===== src/rtl/lapedge_pkg.sv =====
// Shared types, constants and helpers of the 3x3 Laplacian edge filter.
package lapedge_pkg;

  localparam int MAX_WIDTH_DEF = 2048;
  localparam int MAX_HEIGHT    = 2048;

  localparam int CFG_W = 12;
  localparam int ROW_W = 12;
  localparam int PIX_W = 8;
  localparam int SUM_W = PIX_W + 3;

  localparam logic [ROW_W-1:0] ROW_SAT      = '1;
  localparam logic [CFG_W-1:0] RESET_WIDTH  = 12'd640;
  localparam logic [CFG_W-1:0] RESET_HEIGHT = 12'd480;

  // Queue depth must be a power of two so the pointers wrap on their own.
  localparam int QDEPTH = 4;
  localparam int QPTR_W = $clog2(QDEPTH);
  localparam int QCNT_W = $clog2(QDEPTH + 1);

  localparam logic MODE_PAD = 1'b1;

  typedef enum logic [0:0] {
    REG_IMAGE_WIDTH  = 1'b0,
    REG_IMAGE_HEIGHT = 1'b1
  } cfg_reg_t;

  typedef logic [PIX_W-1:0] pix_t;

  typedef struct packed {
    pix_t top;
    pix_t mid;
    pix_t bot;
  } col_t;

  typedef struct packed {
    logic emit;
    logic last;
    logic row_lo;
    logic row_hi;
    logic col_lo;
    logic col_hi;
  } class_t;

  typedef struct packed {
    col_t left;
    col_t center;
    col_t right;
    logic last;
    logic row_lo;
    logic row_hi;
    logic col_lo;
    logic col_hi;
  } q_entry_t;

  typedef struct packed {
    logic     valid;
    q_entry_t entry;
  } q_slot_t;

  function automatic logic [CFG_W-1:0] clamp_dim(input logic [CFG_W-1:0] val,
                                                 input int max_dim);
    logic [CFG_W-1:0] res;
    res = val;
    if (val == '0) begin
      res = CFG_W'(1);
    end else if (int'(val) > max_dim) begin
      res = CFG_W'(max_dim);
    end
    return res;
  endfunction

endpackage


===== src/rtl/lapedge_queue.sv =====
// Small FIFO that carries classified neighbourhoods from front to back.
module lapedge_queue (
  input  logic                           clk,
  input  logic                           rst,
  input  lapedge_pkg::q_slot_t           push,
  input  logic                           pop,
  output lapedge_pkg::q_slot_t           head,
  output logic [lapedge_pkg::QCNT_W-1:0] level
);

  lapedge_pkg::q_entry_t           slots [lapedge_pkg::QDEPTH];
  logic [lapedge_pkg::QPTR_W-1:0]  wptr;
  logic [lapedge_pkg::QPTR_W-1:0]  rptr;
  logic [lapedge_pkg::QCNT_W-1:0]  count;

  assign level      = count;
  assign head.valid = (count != '0);
  assign head.entry = slots[rptr];

  always_ff @(posedge clk) begin
    if (rst) begin
      wptr  <= '0;
      rptr  <= '0;
      count <= '0;
    end else begin
      if (push.valid) begin
        wptr <= wptr + lapedge_pkg::QPTR_W'(1);
      end
      if (pop) begin
        rptr <= rptr + lapedge_pkg::QPTR_W'(1);
      end
      priority if (push.valid && !pop) begin
        count <= count + lapedge_pkg::QCNT_W'(1);
      end else if (pop && !push.valid) begin
        count <= count - lapedge_pkg::QCNT_W'(1);
      end
    end
  end

  always_ff @(posedge clk) begin
    if (push.valid) begin
      slots[wptr] <= push.entry;
    end
  end

endmodule


===== config.mk =====
export PLATFORM = sky130hd
export DESIGN_NAME = lapedge_queue
export DESIGN_NICKNAME = d
export VERILOG_FILES = /design/src/rtl/lapedge_pkg.sv /design/src/rtl/lapedge_queue.sv
export SDC_FILE = /design/constraint.sdc
export NUM_CORES = 1
export LEC_CHECK = 0
export ABC_AREA = 1
export BUFFER_PORTS_ARGS = -buffer_cell sky130_fd_sc_hd__buf_2
export CAP_MARGIN = 30
export CORE_UTILIZATION = 50
export CTS_CLUSTER_DIAMETER = 120
export DETAILED_ROUTE_END_ITERATION = 16
export PLACE_DENSITY = 0.82
export SLEW_MARGIN = 10
export SYNTH_ARGS = -nofsm -noshare
export SYNTH_HDL_FRONTEND = slang
export SYNTH_SLANG_ARGS = --single-unit
export TNS_END_PERCENT = 100

===== constraint.sdc =====
create_clock -name clk -period 2.3 [get_ports clk]
set_input_delay 0.46 -clock clk [delete_from_list [all_inputs] [get_ports clk]]
set_output_delay 0.46 -clock clk [all_outputs]
set_load 0.02 [all_outputs]

### After elaboration in Yosys (flattened, before gate mapping)

Memory sizes are Yosys's and may differ from the RTL's. A register that Yosys moved wholly into a read port is not among the register bits.
Index checks and enable logic that the tools add are counted.

| word-level totals | value |
|---|---|
| register bits | 7 |
| bits in writable memories | 308 |
| input bits | 81 |
| output and inout port bits | 81 |
| memories | 1 |

Memory list:

| memory | words | width | read ports | clocked after Yosys merged registers in | wr ports | line | RTL |
|---|---|---|---|---|---|---|---|
| slots | 4 | 77 | 1 | 1 | 1 | lapedge_queue.sv:11 | `lapedge_pkg::q_entry_t slots [lapedge_pkg::QDEPTH];` |

| cells by class | value |
|---|---|
| add/sub/neg operators | 4 |
| mux-type cells | 6 |
| reductions and logical operators | 6 |

Operator list:

| kind | number |
|---|---|
| $mux 3 | 2 |
| $add 2x1->2 const B | 2 |
| $mux 2 | 2 |
| $add 3x1->3 const B | 1 |
| $reduce_bool 3->1 | 1 |
| $sub 3x1->3 const B | 1 |
| $logic_and 1x1->1 | 2 |
| $logic_not 1->1 | 2 |
| $mux 1 | 2 |
| $reduce_bool 2->1 | 1 |

### Longest topological paths before layout

| logic depth | value |
|---|---|
| depth after elaboration | 4 |
| depth in mapped cells | 10 |
| mapped depth without buffers | 10 |

### Worst setup path after synthesis

OpenSTA, ideal clock, no wires.

| path | value |
|---|---|
| path type | register -> register |
| from | register wptr[0] (netlist bit) |
| to | memory slots[2][0] (netlist bit) (enable) |
| library setup time | 431 ps |
| arrival time | 2,081 ps |
| data required time | 1,869 ps |
| slack | -212 ps |
| stages on the path, launching flop included | 5 |
| path buffers | 0 |
| path through | dfxtp_1 -> inv_1 -> ha_1 -> nand2_1 -> inv_1 |

RTL lines:

| item | line | RTL |
|---|---|---|
| from (decl) | lapedge_queue.sv:12 | `logic [lapedge_pkg::QPTR_W-1:0] wptr;` |
| from (signal assigned) | lapedge_queue.sv:27 | `wptr <= wptr + lapedge_pkg::QPTR_W'(1);` |
| to (decl) | lapedge_queue.sv:11 |  |

Straight into the memory's write port.

==> flow_summary.yaml <==
outcome:
  status: "finished, violations left"
  violations: "negative setup slack"
timing:
  layout_worst_path_cycle_share_pct: 100
  tightest_slew_ns: 0.536
  slew_violations: 0
  setup_viol: 2
  finalClockSkew_ns: 0.00348
  fmax_ghz: 0.434
  setup_tns_ns: -0.00256
  rsz0062_at_grt: "yes"
  max_slew_margin_pct: 64.3
  worst_slack_ns: -0.00219
  period_needed_ns: 2.30
  hold_viol_final: 0
global_routing:
  use_met1_pct: 28.8
  grt_pass1_wl_um: 39100
  busiest_layer: "met2"
  overflow: 0
  use_met2_pct: 35.1
  grt_usage_pct: 21.2
  first_global_vias: 7274
  antenna_found_initial: 1
  grt_max_degree: 78
  met3_usage_pct: 3.53
die:
  io_pins: 162
  die_w_um: 156
  rows: 55
  core-area_um2: 22900
  dieArea_um2: 24300
  die_h_um: 156
  initial_utilization_pct: 51.7
power_and_ir_drop:
  power.leakage_nw: 5.24
  irDropWorstVdd_mv: 0.728
  power.total_mw: 13.4
  pwr_density_cell_nw_per_um2: 907
cells_and_area:
  nFillCells: 1603
  final_nets: 1073
  drive_gt1_share_pct: 27.1
  syn_to_final_growth_pct: 24.7
  layout.cells.most_common_list: "edfxtp_1, nor2_1, buf_2"
  fin_area_um2: 14800
  final_common_cell: "edfxtp_1"
detailed_routing:
  vias: 7419
  drt_first_pass_iters: 6
  routed_wl_um: 27200
  drc_errors: 0
  ant_nets: 0
  drtIter0Drc: 751
  routedWlPerCell_um: 20.6
  drt-vias-per-instance: 5.60
setup_path:
  cp_data_arrival_time_ns: 1.84
  path_max_fanout: 8
  criticalPathCategory: "reg2out"
  cp_slowest_cell: "dfxtp_4"
  setup.worst_path.start_class: "flop"
  slowest_delay_ns: 0.40
  worst_path_most_repeated_cell: "buf_12"
  cp_cell_sequence: "buf_12 > buf_12 > clkbuf_16 > o21ai_2 > o22ai_1 > buf_4"
  end_kind: "output pin"
  path_buf_inv: 4
  crit_family: "buffers and inverters"
  required_ns: 1.84
synthesis:
  synth.yosys.seq_area_share_pct: 79.5
  postSynthAreaPerCell_um2: 14.8
  synth_area_um2: 11900
  yosys_most_used_dff: "edfxtp_1"
  syn_nets: 889
  synth_seq_cells: 317
  ys.warnings.count: 0
  synth_top_area_cell: "edfxtp_1"
  synthArstFlopShare_pct: 0
  ys_top_cells_by_area: "edfxtp_1, o21ai_0, nor2_1, o22ai_1, dfxtp_1"
  synth_top_area_share_pct: 78.0
  synth_cell_types: 24
  syn_inst: 802
  synth-edff-count: 308
clocking:
  path_clk_slew_ns: 0.06
  clk_latency_ns: 0.53
  cts-root-buf: "clkbuf_16"
  ctsHoldBuffers: 0
  cts_tree: "yes"
  cts_max_level: 1
  cts_sinks: 317
  clockBufferDepth: 3
  numCtsBuffers: 30
placement:
  dpl.hpwl_um: 13900
  place_congestion: 0.727
  placed_cell_area_um2: 13100
  port_buffers: 161
min_path:
  hold_path_class: "in2reg"
flow_run:
  drv_cap: 0
==> report_power, final <==
group          leakage [nW]  internal (mW)  switching (mW)  total, mW
registers              2.90           6.60          0.0717       6.67
logic                  1.82          0.585            1.02       1.60
clock network         0.513           3.13            2.01       5.14
total                  5.24           10.3            3.10       13.4
==> layer usage <==
metal  part of all wire (%)  wire (um)
met2                     50      13500
met1                     41      11200
met4                    1.8        484
met3                    7.6       2060
met5                  0.048         13
==> Yosys cell counts (all sizes together), types with 3 or more instances <==
cell type	n
o21ai	159
clkbuf	22
nand2	10
inv	17
dfxtp	9
buf	27
a21oi	3
o22ai	77
edfxtp	308
ha	5
nor2	161
==> stage by stage <==
step | cells | hold slack [ns] | util [%] | setup WS (ns)
3_5_place_dp | 1247 | 0.430 | 57.0 | 0.317
3_3_place_gp | 1247 | 0.424 | 57.0 | 0.377
6_report | 1324 | 0.0875 | 64.5 | -0.00219
2_1_floorplan | 802 | 0.412 | - | 0.0983
5_1_grt | 1323 | 0.0721 | 64.5 | -0.0781
4_1_cts | 1316 | 0.0651 | 63.0 | -0.0275
==> sequential cells by signal, summed over array words and instances, names as in the netlist, named ones only <==
signal  flops
slots     308
level       3
rptr        2
wptr        2
==> final cells by class <==
type	instances	area [um^2]	area share [%]
Clock inverter	21	254	1.72
Inverter	17	108	0.728
Antenna cell	1	2.50	0.0169
Timing Repair inverter	3	38.8	0.262
Clock buffer	35	791	5.35
Sequential cell	317	9440	63.8
Tap cell	313	392	2.65
Multi-Input combinational cell	419	2130	14.4
Timing Repair Buffer	198	1640	11.1
==> cells by family (layout without fill, tap and decap cells) <==
kind of cell	Yosys count	count (layout)	synth area share [%]
buffers and inverters	66	274	3.26
XOR/XNOR	1	1	0.0739
AO/OA/AOI/OAI	239	239	11.0
flip-flops	317	317	79.5
adder cells (fa/ha/maj)	6	6	0.696
other	0	1	0
AND/OR/NAND/NOR	173	173	5.51
==> path summary, 6_finish.rpt <==
kind | start | end | slack [ns] | cells past startpoint
max reg2reg | wptr[0] | slots[0][44] | 0.67 | 5
max | flop | head[66] | -0.002 | 6
min | rst | level[0] | 0.09 | 2
min reg2reg | rptr[1] | flop | 0.44 | 1
==> repair_timing <==
action	CTS	global route
setup buffers	7	0
resized for setup	32	99
pin swaps	6	25
gates cloned	6	7
endpoints found under the setup margin	72	71
(Power assumes the default switching activity.)
