===== config.mk =====
export PLATFORM = sky130hd
export DESIGN_NAME = lapedge_back_flat
export DESIGN_NICKNAME = d
export VERILOG_FILES = /design/src/rtl/lapedge_pkg.sv /design/src/rtl/lapedge_if.sv /design/src/rtl/lapedge_back.sv /design/src/flat_wrapper.sv
export SDC_FILE = /design/constraint.sdc
export NUM_CORES = 1
export LEC_CHECK = 0
export BUFFER_PORTS_ARGS = -buffer_cell sky130_fd_sc_hd__buf_2
export CAP_MARGIN = 20
export CORE_MARGIN = 2
export CORE_UTILIZATION = 30
export DETAILED_ROUTE_END_ITERATION = 12
export HOLD_SLACK_MARGIN = 0.03
export PLACE_DENSITY_LB_ADDON = 0.25
export SLEW_MARGIN = 20
export SYNTH_ARGS = -nofsm -noshare
export SYNTH_HDL_FRONTEND = slang
export SYNTH_SLANG_ARGS = --single-unit
export TNS_END_PERCENT = 50

===== constraint.sdc =====
create_clock -name clk -period 10.2 [get_ports clk]
set_input_delay 0.51 -clock clk [delete_from_list [all_inputs] [get_ports clk]]
set_output_delay 0.51 -clock clk [all_outputs]
set_load 0.005 [all_outputs]

===== src/rtl/lapedge_pkg.sv =====
// Shared types, constants and helpers of the 3x3 Laplacian edge filter.
package lapedge_pkg;

  localparam int MAX_WIDTH_DEF = 2048;
  localparam int MAX_HEIGHT    = 2048;

  localparam int CFG_W = 12;
  localparam int ROW_W = 12;
  localparam int PIX_W = 8;
  localparam int SUM_W = PIX_W + 3;

  localparam logic [ROW_W-1:0] ROW_SAT      = '1;
  localparam logic [CFG_W-1:0] RESET_WIDTH  = 12'd640;
  localparam logic [CFG_W-1:0] RESET_HEIGHT = 12'd480;

  // Queue depth must be a power of two so the pointers wrap on their own.
  localparam int QDEPTH = 4;
  localparam int QPTR_W = $clog2(QDEPTH);
  localparam int QCNT_W = $clog2(QDEPTH + 1);

  localparam logic MODE_PAD = 1'b1;

  typedef enum logic [0:0] {
    REG_IMAGE_WIDTH  = 1'b0,
    REG_IMAGE_HEIGHT = 1'b1
  } cfg_reg_t;

  typedef logic [PIX_W-1:0] pix_t;

  typedef struct packed {
    pix_t top;
    pix_t mid;
    pix_t bot;
  } col_t;

  typedef struct packed {
    logic emit;
    logic last;
    logic row_lo;
    logic row_hi;
    logic col_lo;
    logic col_hi;
  } class_t;

  typedef struct packed {
    col_t left;
    col_t center;
    col_t right;
    logic last;
    logic row_lo;
    logic row_hi;
    logic col_lo;
    logic col_hi;
  } q_entry_t;

  typedef struct packed {
    logic     valid;
    q_entry_t entry;
  } q_slot_t;

  function automatic logic [CFG_W-1:0] clamp_dim(input logic [CFG_W-1:0] val,
                                                 input int max_dim);
    logic [CFG_W-1:0] res;
    res = val;
    if (val == '0) begin
      res = CFG_W'(1);
    end else if (int'(val) > max_dim) begin
      res = CFG_W'(max_dim);
    end
    return res;
  endfunction

endpackage


===== src/rtl/lapedge_if.sv =====


interface lapedge_out_if;
  logic                valid;
  logic                ready;
  lapedge_pkg::pix_t   edge_value;
  logic                last_pixel;

  modport source(output valid, output edge_value, output last_pixel, input ready);
  modport sink(input valid, input edge_value, input last_pixel, output ready);
endinterface


===== src/rtl/lapedge_back.sv =====
// Back end: masked 3x3 Laplacian sum, clamping and the output register.
module lapedge_back (
  input  logic                 clk,
  input  logic                 rst,
  input  lapedge_pkg::q_slot_t head,
  output logic                 pop,
  lapedge_out_if.source        edges
);

  localparam int SUM_W = lapedge_pkg::SUM_W;

  lapedge_pkg::q_entry_t e;
  logic [SUM_W-1:0]      pos;
  logic [SUM_W-1:0]      neg;
  logic [SUM_W-1:0]      diff;
  lapedge_pkg::pix_t     result;
  logic                  out_valid;
  lapedge_pkg::pix_t     out_value;
  logic                  out_last;

  assign e   = head.entry;
  assign pop = head.valid && (!out_valid || edges.ready);

  always_comb begin
    pos = {e.center.mid, 3'b000};
    neg = SUM_W'(e.left.top   & {lapedge_pkg::PIX_W{e.col_lo && e.row_lo}})
        + SUM_W'(e.left.mid   & {lapedge_pkg::PIX_W{e.col_lo}})
        + SUM_W'(e.left.bot   & {lapedge_pkg::PIX_W{e.col_lo && e.row_hi}})
        + SUM_W'(e.center.top & {lapedge_pkg::PIX_W{e.row_lo}})
        + SUM_W'(e.center.bot & {lapedge_pkg::PIX_W{e.row_hi}})
        + SUM_W'(e.right.top  & {lapedge_pkg::PIX_W{e.col_hi && e.row_lo}})
        + SUM_W'(e.right.mid  & {lapedge_pkg::PIX_W{e.col_hi}})
        + SUM_W'(e.right.bot  & {lapedge_pkg::PIX_W{e.col_hi && e.row_hi}});
    diff = pos - neg;
    priority if (neg >= pos) begin
      result = '0;
    end else if (diff > SUM_W'(255)) begin
      result = '1;
    end else begin
      result = diff[lapedge_pkg::PIX_W-1:0];
    end
  end

  always_ff @(posedge clk) begin
    if (rst) begin
      out_valid <= 1'b0;
    end else if (pop) begin
      out_valid <= 1'b1;
    end else if (edges.ready) begin
      out_valid <= 1'b0;
    end
  end

  always_ff @(posedge clk) begin
    if (pop) begin
      out_value <= result;
      out_last  <= e.last;
    end
  end

  assign edges.valid      = out_valid;
  assign edges.edge_value = out_value;
  assign edges.last_pixel = out_last;

endmodule


===== src/flat_wrapper.sv =====
// flat-port wrapper written by rule: the top's interface ports become plain ports
module lapedge_back_flat 
  (clk, rst, head, pop, edges_valid, edges_edge_value, edges_last_pixel, edges_ready);
  lapedge_out_if edges_i ();
  input  logic clk;
  input  logic rst;
  input  lapedge_pkg::q_slot_t head;
  output logic pop;
  output wire logic [$bits(edges_i.valid)-1:0] edges_valid;
  output wire logic [$bits(edges_i.edge_value)-1:0] edges_edge_value;
  output wire logic [$bits(edges_i.last_pixel)-1:0] edges_last_pixel;
  input wire logic [$bits(edges_i.ready)-1:0] edges_ready;
  assign edges_valid = edges_i.valid;
  assign edges_edge_value = edges_i.edge_value;
  assign edges_last_pixel = edges_i.last_pixel;
  assign edges_i.ready = edges_ready;
  lapedge_back u_core (.clk(clk), .rst(rst), .head(head), .pop(pop), .edges(edges_i));
endmodule

# ---- After elaboration in Yosys (flattened, before gate mapping)
# Index checks and enable logic that the tools add are counted.
# Widths: inputs -> output; s select.
dict set report classes {
  n_addsub 8
  order_cmp 2
  mux 3
  bitwise 8
  n_reduce_logical 8
}
# op count
set ops {}
lappend ops {{$add 11x11->11} 7}
lappend ops {{$and 8x8->8} 8}
lappend ops {{$ge 11x11->1} 1}
lappend ops {{$gt 11x8->1 const B} 1}
lappend ops {{$sub 11x11->11} 1}
lappend ops {{$mux 8} 1}
lappend ops {{$logic_and 1x1->1} 5}
lappend ops {{$mux 1} 2}
lappend ops {{$reduce_bool 2->1} 1}
lappend ops {{$logic_not 1->1} 1}
lappend ops {{$logic_or 1x1->1} 1}
dict set report totals {
  regBits 10
  inputBits 81
  out_inout_bits 11
  word_cells 32
}

# ---- Logic depth before layout (Yosys ltp)
# Gate-level depths: netlist of run 1.
dict set report logic_depth {
  ltp_word 12
  ltp_mapped 24
}

# ---- Worst setup path before layout of run 1
# OpenSTA, ideal clock, no wires.
dict set report synth_timing {
  path_type {in2reg}
  startpoint {input head[0] (netlist bit)}
  endpoint {register u_core.out_value[0], in the netlist u_core.edges.edge_value[0] (data pin)}
  arrival_ps 5560
  required_time_ps 9913
  path_slack_ps 4353
  cell_stages 22
  path_cell_list {clkbuf_1 and2_1 fa_1 fa_1 fa_1 inv_1 fa_1 inv_1 ha_1 fa_1 a21o_1 a21oi_1 o21bai_1 a21o_1 xnor2_1 ha_1 buf_4 nand2_1 o21ai_0 nand2b_1 o211ai_1 a41oi_1}
}
dict set report synth_between {
  elab_chain_len 8
}
# item line
set synth_rtl {}
lappend synth_rtl {{start, declared} flat_wrapper.sv:7} ;# input lapedge_pkg::q_slot_t head;
lappend synth_rtl {{$logic_and 1x1->1} lapedge_back.sv:31} ;# + SUM_W'(e.right.top & {lapedge_pkg::PIX_W{e.col_hi && e.row_lo}})
lappend synth_rtl {{$and 8x8->8} lapedge_back.sv:31}
lappend synth_rtl {{$add 11x11->11} lapedge_back.sv:31}
lappend synth_rtl {{$add 11x11->11} lapedge_back.sv:32} ;# + SUM_W'(e.right.mid & {lapedge_pkg::PIX_W{e.col_hi}})
lappend synth_rtl {{$add 11x11->11 *} lapedge_back.sv:33} ;# + SUM_W'(e.right.bot & {lapedge_pkg::PIX_W{e.col_hi && e.row_hi}});
lappend synth_rtl {{$sub 11x11->11} lapedge_back.sv:34} ;# diff = pos - neg;
lappend synth_rtl {{$gt 11x8->1} lapedge_back.sv:37} ;# end else if (diff > SUM_W'(255)) begin
lappend synth_rtl {{$mux 8} lapedge_back.sv:37}
lappend synth_rtl {{end signal, assigned} lapedge_back.sv:56} ;# out_value <= result;
lappend synth_rtl {{end, declared} lapedge_back.sv:18} ;# lapedge_pkg::pix_t out_value;
# Mark *: on every way between the ends. The rest lies on a longest branch, timed or not.
# A chain may end at the register's enable or synchronous reset.

# ---- Worst setup path in the final report of run 1
dict set report layout_timing {
  startpoint {input head[2] (netlist bit)}
  endpoint {register u_core.out_value[1], in the netlist u_core.edges.edge_value[1] (data pin)}
}
dict set report layout_between {
  elab_chain_len 11
}
# item line
set layout_rtl {}
lappend layout_rtl {{$logic_and 1x1->1} lapedge_back.sv:28} ;# + SUM_W'(e.left.bot & {lapedge_pkg::PIX_W{e.col_lo && e.row_hi}})
lappend layout_rtl {{$and 8x8->8} lapedge_back.sv:28}
lappend layout_rtl {{$add 11x11->11} lapedge_back.sv:28}
lappend layout_rtl {{$add 11x11->11} lapedge_back.sv:29} ;# + SUM_W'(e.center.top & {lapedge_pkg::PIX_W{e.row_lo}})
lappend layout_rtl {{$add 11x11->11} lapedge_back.sv:30} ;# + SUM_W'(e.center.bot & {lapedge_pkg::PIX_W{e.row_hi}})
lappend layout_rtl {{$add 11x11->11} lapedge_back.sv:31}
lappend layout_rtl {{$add 11x11->11} lapedge_back.sv:32}
lappend layout_rtl {{$add 11x11->11 *} lapedge_back.sv:33}
lappend layout_rtl {{$sub 11x11->11} lapedge_back.sv:34}
lappend layout_rtl {{$gt 11x8->1} lapedge_back.sv:37}
lappend layout_rtl {{$mux 8} lapedge_back.sv:37}
# Marked as above.

==> results.cfg, run 1 <==
[run_status]
status = finished clean

[sta]
rsz0062_at_grt = false
maxSlewHeadroom = 0.561
fmax_mhz = 164
fin_crit_sh = 0.600
maxSlewViolCount = 0
setup_viol = 0
worst_pin_slew_ns = 0.655
setup-tns-final_ns = 0
fin_crit_ns = 6.11
fin_skew_ns = 0.00309
hold_viol_final = 0

[setup_path]
crit_path_end = u_core.edges.edge_value[1]
r2r_slack_ns = 9.16
crit_arrival_ns = 6.06
cpPeakStageDelay_ns = 0.56
cp_top_family = adder cells
ff2ff_path_depth = 2
worstSetupEndpointType = flip-flop
path_buf_inv = 3
cp-startpoint = head[2]
crit_path_cell_trace = buf_2, and3_1, fa_1, fa_1, fa_1, inv_1, fa_1, inv_1, ha_1, fa_1, a21o_1, a21oi_1, o21bai_1, a21o_1, xnor2_1, ha_1, a21oi_1, a31oi_2, o31ai_2, a41oi_1
start_kind = primary input
cp_max_fo = 24
critPathMostFrequentCell = fa_1
path_depth = 20
cp.required_ns = 10.14
r2r-end = u_core.edges.edge_value[5]
critical-path-slowest-cell = o31ai_2
r2r_start = u_core.edges.valid
path_class = in -> reg

[routing]
wl_um = 5750
viasPerCell = 4.64
drt_iter0_markers = 101
vias = 2294
wl_met3_um = 213
drcViolationCount = 0
firstDrtPassIters = 4
met1_length_um = 2510
drtAntennaViolNets = 0
top_layer_used = met3
wl_met2_um = 3020
wire_per_inst_um = 11.6

[yosys]
avgSynthCellArea_um2 = 9.15
ys_top_cells_by_area = fa_1 (34%), edfxtp_1 (9.8%), ha_1 (9.6%)
synth_top_area_frac = 0.343
synth_area_mm2 = 0.00275
synth.distinct_cells = 42
synth_warnings = 0
ys_seq_elements = 10
synth_cells = 300
syn_nets = 449
synth_top_area_cell = fa_1
ys_seq_area_frac = 0.106

[floorplan]
initial_utilization = 0.312
die_height_um = 99.7
io_pins = 92
fp.dieW_um = 99.7
num_rows = 34
dieArea_mm2 = 0.00994
core_mm2 = 0.00881

[global_route]
grt-ovfl-total = 0
track_usage = 0.115
antenna_found_initial = 0
grt_max_degree = 25
grt_pass1_vias = 2236
grt_pass1_wl_um = 9590

[cells_and_area]
final_net_count = 536
syn_to_final_growth_pct = 21.9
n_fill_cell = 917
instances_no_fill = 494
drive_gt1_frac = 0.277
insertedDiodeCount = 0

[worst_hold_path]
hp-class = in -> reg
hp-start = rst

[clock_tree]
htreeDepth = 1
clock_latency_ns = 0.23
cts_sinks = 10
cts_setup_buffers = 0
cts_root_buffer = clkbuf_8
cts_tree = done
path_clk_slew_ns = 0.05
cts_buffer_depth = 2
post_cts_resized = 0
holdBufCountCts = 0
cts_buffers = 3

[power]
combPwrFrac = 0.873
peakVddDrop_uv = 151
total_power_w = 0.000924
clockPowerShare = 0.044
p_per_area_mw_per_mm2 = 276
pwr-share-seq = 0.082
power.switching_w = 0.000481
p_int_w = 0.000443
p_leak_nw = 1.73
p_sw_frac = 0.520

[run]
max_cap_violations = 0

[place]
gp_congestion = 0.752
io_buffers = 91
dp_hpwl_um = 5080
place_inst = 490
[power by group through the flow]
stage / Sequential, W / Combinational [W] / Clock, W
3_5_place_dp: 0.0000769 / 0.000813 / 0
6_report: 0.0000761 / 0.000807 / 0.0000410
4_1_cts: 0.0000762 / 0.000817 / 0.0000416
5_1_grt: 0.0000780 / 0.000915 / 0.0000453
3_3_place_gp: 0.0000771 / 0.000807 / 0
2_1_floorplan: 0.0000793 / 0.000661 / 0
[routing by layer]
| layer | track usage | up-vias |
|---|---|---|
| met4 | 0.00948 | 0 |
| li1 | - | 1138 |
| met5 | 0 | - |
| met1 | 0.161 | 1108 |
| met2 | 0.200 | 48 |
| met3 | 0.0141 | 0 |
[worst reg2reg max path: stages (launching register included)]
cell and delay [ns]:
dfxtp_1 0.31, a21boi_0 0.21, buf_4 0.22
[synthesized netlist by cell type (all sizes together)]
library cell and instances:
inv 63, fa 47, nand2 28, and2 22, ha 21, and3 20
a21oi 12, edfxtp 9, nor2 9, a41oi 8, clkbuf 8, xnor2 7
a21o 5, nand3 5, o21ai 5, xor2 5, a31oi 3, buf 2
nand2b 2, nand3b 2, o21a 2, o21bai 2, o31ai 2, a21boi 1
a2bb2oi 1, a311oi 1, dfxtp 1, nand4 1, nand4b 1, nor3 1
o211ai 1, o22a 1, o2bb2ai 1, o41ai 1
[kinds of logic (layout without fill, tap and decap cells)]
| group | Yosys count | count (layout) | synth area share |
|---|---|---|---|
| AO/OA/AOI/OAI | 46 | 46 | 0.136 |
| XOR/XNOR | 12 | 12 | 0.0383 |
| adder cells (fa/ha/maj) | 68 | 68 | 0.438 |
| buffers and inverters | 73 | 159 | 0.102 |
| flip-flops | 10 | 10 | 0.106 |
| AND/OR/NAND/NOR | 91 | 91 | 0.180 |
[registers in the layout, summed over array words and instances, names as in the netlist]
register                 count
u_core.edges.edge_value      8
u_core.edges.last_pixel      1
u_core.edges.valid           1
[placed cells by master, fill, tap and decap left out, types with 2 or more instances in the layout]
cell and instances:
buf_2 91, inv_1 63, fa_1 47, nand2_1 27, and2_1 22, ha_1 21, and3_1 20, a21oi_1 10
nor2_1 9, edfxtp_1 9, a41oi_1 8, xnor2_1 7, nand3_1 5, a21o_1 5, xor2_1 5, o21ai_0 3
clkbuf_8 3, a31oi_1 2, o21ai_1 2, a21oi_2 2, nand2b_1 2, o31ai_2 2
[metrics by stage]
stage	area (um2)	utilization	setup WS [ns]	hold slack (ns)
floorplan	2750	-	4.35	0.492
global placement	3300	0.375	3.92	0.482
detailed placement	3300	0.375	3.81	0.502
CTS	3350	0.380	4.05	0.432
global route	3350	0.380	3.68	0.438
finish	3350	0.380	4.09	0.433
[worst min-delay path by stage]
stage                                         end  slack, ns  depth (start not counted)
final                          u_core.edges.valid       0.43                          2
after detailed placement       u_core.edges.valid       0.50                          2
after global placement         u_core.edges.valid       0.48                          2
after global routing      u_core.edges.last_pixel       0.44                          1
after CTS                      u_core.edges.valid       0.43                          2
after floorplan                u_core.edges.valid       0.49                          2
[area by class of cell]
class | count | area [um2] | area share
tap | 108 | 135 | 0.0404
timing repair buffer | 92 | 463 | 0.138
clock inverter | 1 | 3.75 | 0.00112
inverter | 63 | 236 | 0.0707
multi-input combinational | 217 | 2180 | 0.650
sequential | 10 | 290 | 0.0867
clock buffer | 3 | 41.3 | 0.0123
Power figures use the tool's default switching activity.
==> inputs of run 2 (changes only) <==
==> constraint.sdc (replaced) <==
create_clock -name clk -period 6.2 [get_ports clk]
set_input_delay 0.31 -clock clk [delete_from_list [all_inputs] [get_ports clk]]
set_output_delay 0.31 -clock clk [all_outputs]
set_load 0.005 [all_outputs]
==> run 2 against run 1 <==
Compared with the run above: sequential power up 63%; die area unchanged; register-to-register slack got worse by 4.0 ns; first-iteration DRC count shrank 69%; global-route usage rose by 0.34 points; worst setup slack got worse by 3.6 ns; sequential share of layout area shrank 0.083 points; non-clock buffer count rose by 3; clock power grew 95%.
==> results.cfg, run 2 (synthesis gave the netlist of run 1 again) <==
[sta]
fin_skew_ns = 0.00284
setup_viol = 0
fmax_mhz = 175
rsz0062_at_grt = false
fin_crit_ns = 5.73
maxSlewViolCount = 0
fin_crit_sh = 0.924
setup-tns-final_ns = 0
worst_pin_slew_ns = 0.416
maxSlewHeadroom = 0.719
hold_viol_final = 0

[power]
total_power_w = 0.00155
p_leak_nw = 1.75
peakVddDrop_uv = 217
p_per_area_mw_per_mm2 = 459

[cells_and_area]
mostFrequentLayoutCell = buf_2
final_net_count = 539
drive_gt1_frac = 0.285
largest_reg_flops = 8
insertedDiodeCount = 0
layout_common_cells = buf_2 (91), inv_1 (63), fa_1 (47)
utilization = 0.384
n_fill_cell = 920
syn_to_final_growth_pct = 23.1

[routing]
wire_per_inst_um = 11.6
firstDrtPassIters = 4
drcViolationCount = 0
drt_iter0_markers = 31
drtAntennaViolNets = 0
vias = 2243
viasPerCell = 4.51
wl_um = 5790

[setup_path]
cp.required_ns = 6.16
crit_arrival_ns = 5.69
path_class = in -> reg
worstSetupEndpointType = flip-flop
start_kind = primary input
cp_max_fo = 24

[run]
max_cap_violations = 0

[clock_tree]
cts_buffers = 3
post_cts_resized = 0
cts_tree = done
holdBufCountCts = 0
cts_root_buffer = clkbuf_8
cts_buffer_depth = 2
htreeDepth = 1
cts_setup_buffers = 0
path_clk_slew_ns = 0.05
clock_latency_ns = 0.23
cts_sinks = 10

[floorplan]
initial_utilization = 0.312
core_mm2 = 0.00881
die_height_um = 99.7
fp.dieW_um = 99.7
dieArea_mm2 = 0.00994
io_pins = 92
num_rows = 34

[global_route]
grt-ovfl-total = 0
antenna_found_initial = 0
grt_max_degree = 25
grt_pass1_wl_um = 9910
grt_pass1_vias = 2295
track_usage = 0.119

[place]
gp_congestion = 0.767
dp_hpwl_um = 5180
io_buffers = 91

[run_status]
status = finished clean

[worst_hold_path]
hp-class = in -> reg
[run 2: changes by cell type in the layout (fill, tap and decap cells not counted), sizes merged]
cell,previous run,this run
buf,92,95
clkinv,1,0
clkbuf,3,4
[run 2: stage by stage]
stage               setup slack (ns)  instance area, um2  std cells  hold WS (ns)
finish                         0.470                3380        497         0.229
global route                  0.0813                3380        497         0.234
CTS                            0.467                3380        497         0.225
detailed placement             0.232                3320        493         0.471
global placement               0.269                3320        493         0.470
floorplan                      0.553                2750        300         0.382
[run 2: cell type report]
type                            instances  area, um2  share of cell area
Clock buffer                            4       55.1              0.0163
Inverter                               63        236              0.0700
Multi-Input combinational cell        217       2180               0.644
Sequential cell                        10        290              0.0859
Tap cell                              108        135              0.0400
Timing Repair Buffer                   95        485               0.144
[run 2: worst max-delay path: stages]
cell      delay [ns]
buf_2           0.28
and3_1          0.23
fa_1            0.44
fa_1            0.51
fa_1            0.55
inv_1           0.06
fa_1            0.53
inv_1           0.04
ha_1            0.21
fa_1            0.41
a21o_1          0.17
a21oi_1         0.23
o21bai_1        0.09
a21o_1          0.21
xnor2_1         0.13
ha_1            0.45
nand4_1         0.17
nor2_1          0.16
o21ai_0         0.11
o211ai_1        0.10
buf_4           0.18
a41oi_1         0.11
[run 2: path summary, 6_finish.rpt]
| kind | end | from | depth (start not counted) | slack, ns |
|---|---|---|---|---|
| worst max-delay path | u_core.edges.edge_value[0] | head[0] | 22 | 0.47 |
| worst min-delay path | u_core.edges.valid | rst | 2 | 0.23 |
| worst min register to register | u_core.edges.valid | u_core.edges.valid | 2 | 0.51 |
| worst max register to register | u_core.edges.edge_value[1] | u_core.edges.valid | 2 | 5.18 |
[run 2: report_power, final]
group / internal [W] / switching [W] / leakage, nW / total, W
Combinational: 0.000582 / 0.000763 / 1.63 / 0.00135
Sequential: 0.000118 / 0.00000594 / 0.0949 / 0.000124
Clock: 0.0000557 / 0.0000242 / 0.0288 / 0.0000799
[run 2: metal layers]
metal,vias up,track usage,part of all wire
met1,1052,0.164,0.44
met3,4,0.0141,0.034
met2,45,0.205,0.52
met4,0,0.0158,0.0054
li1,1142,-,-
met5,-,0,0
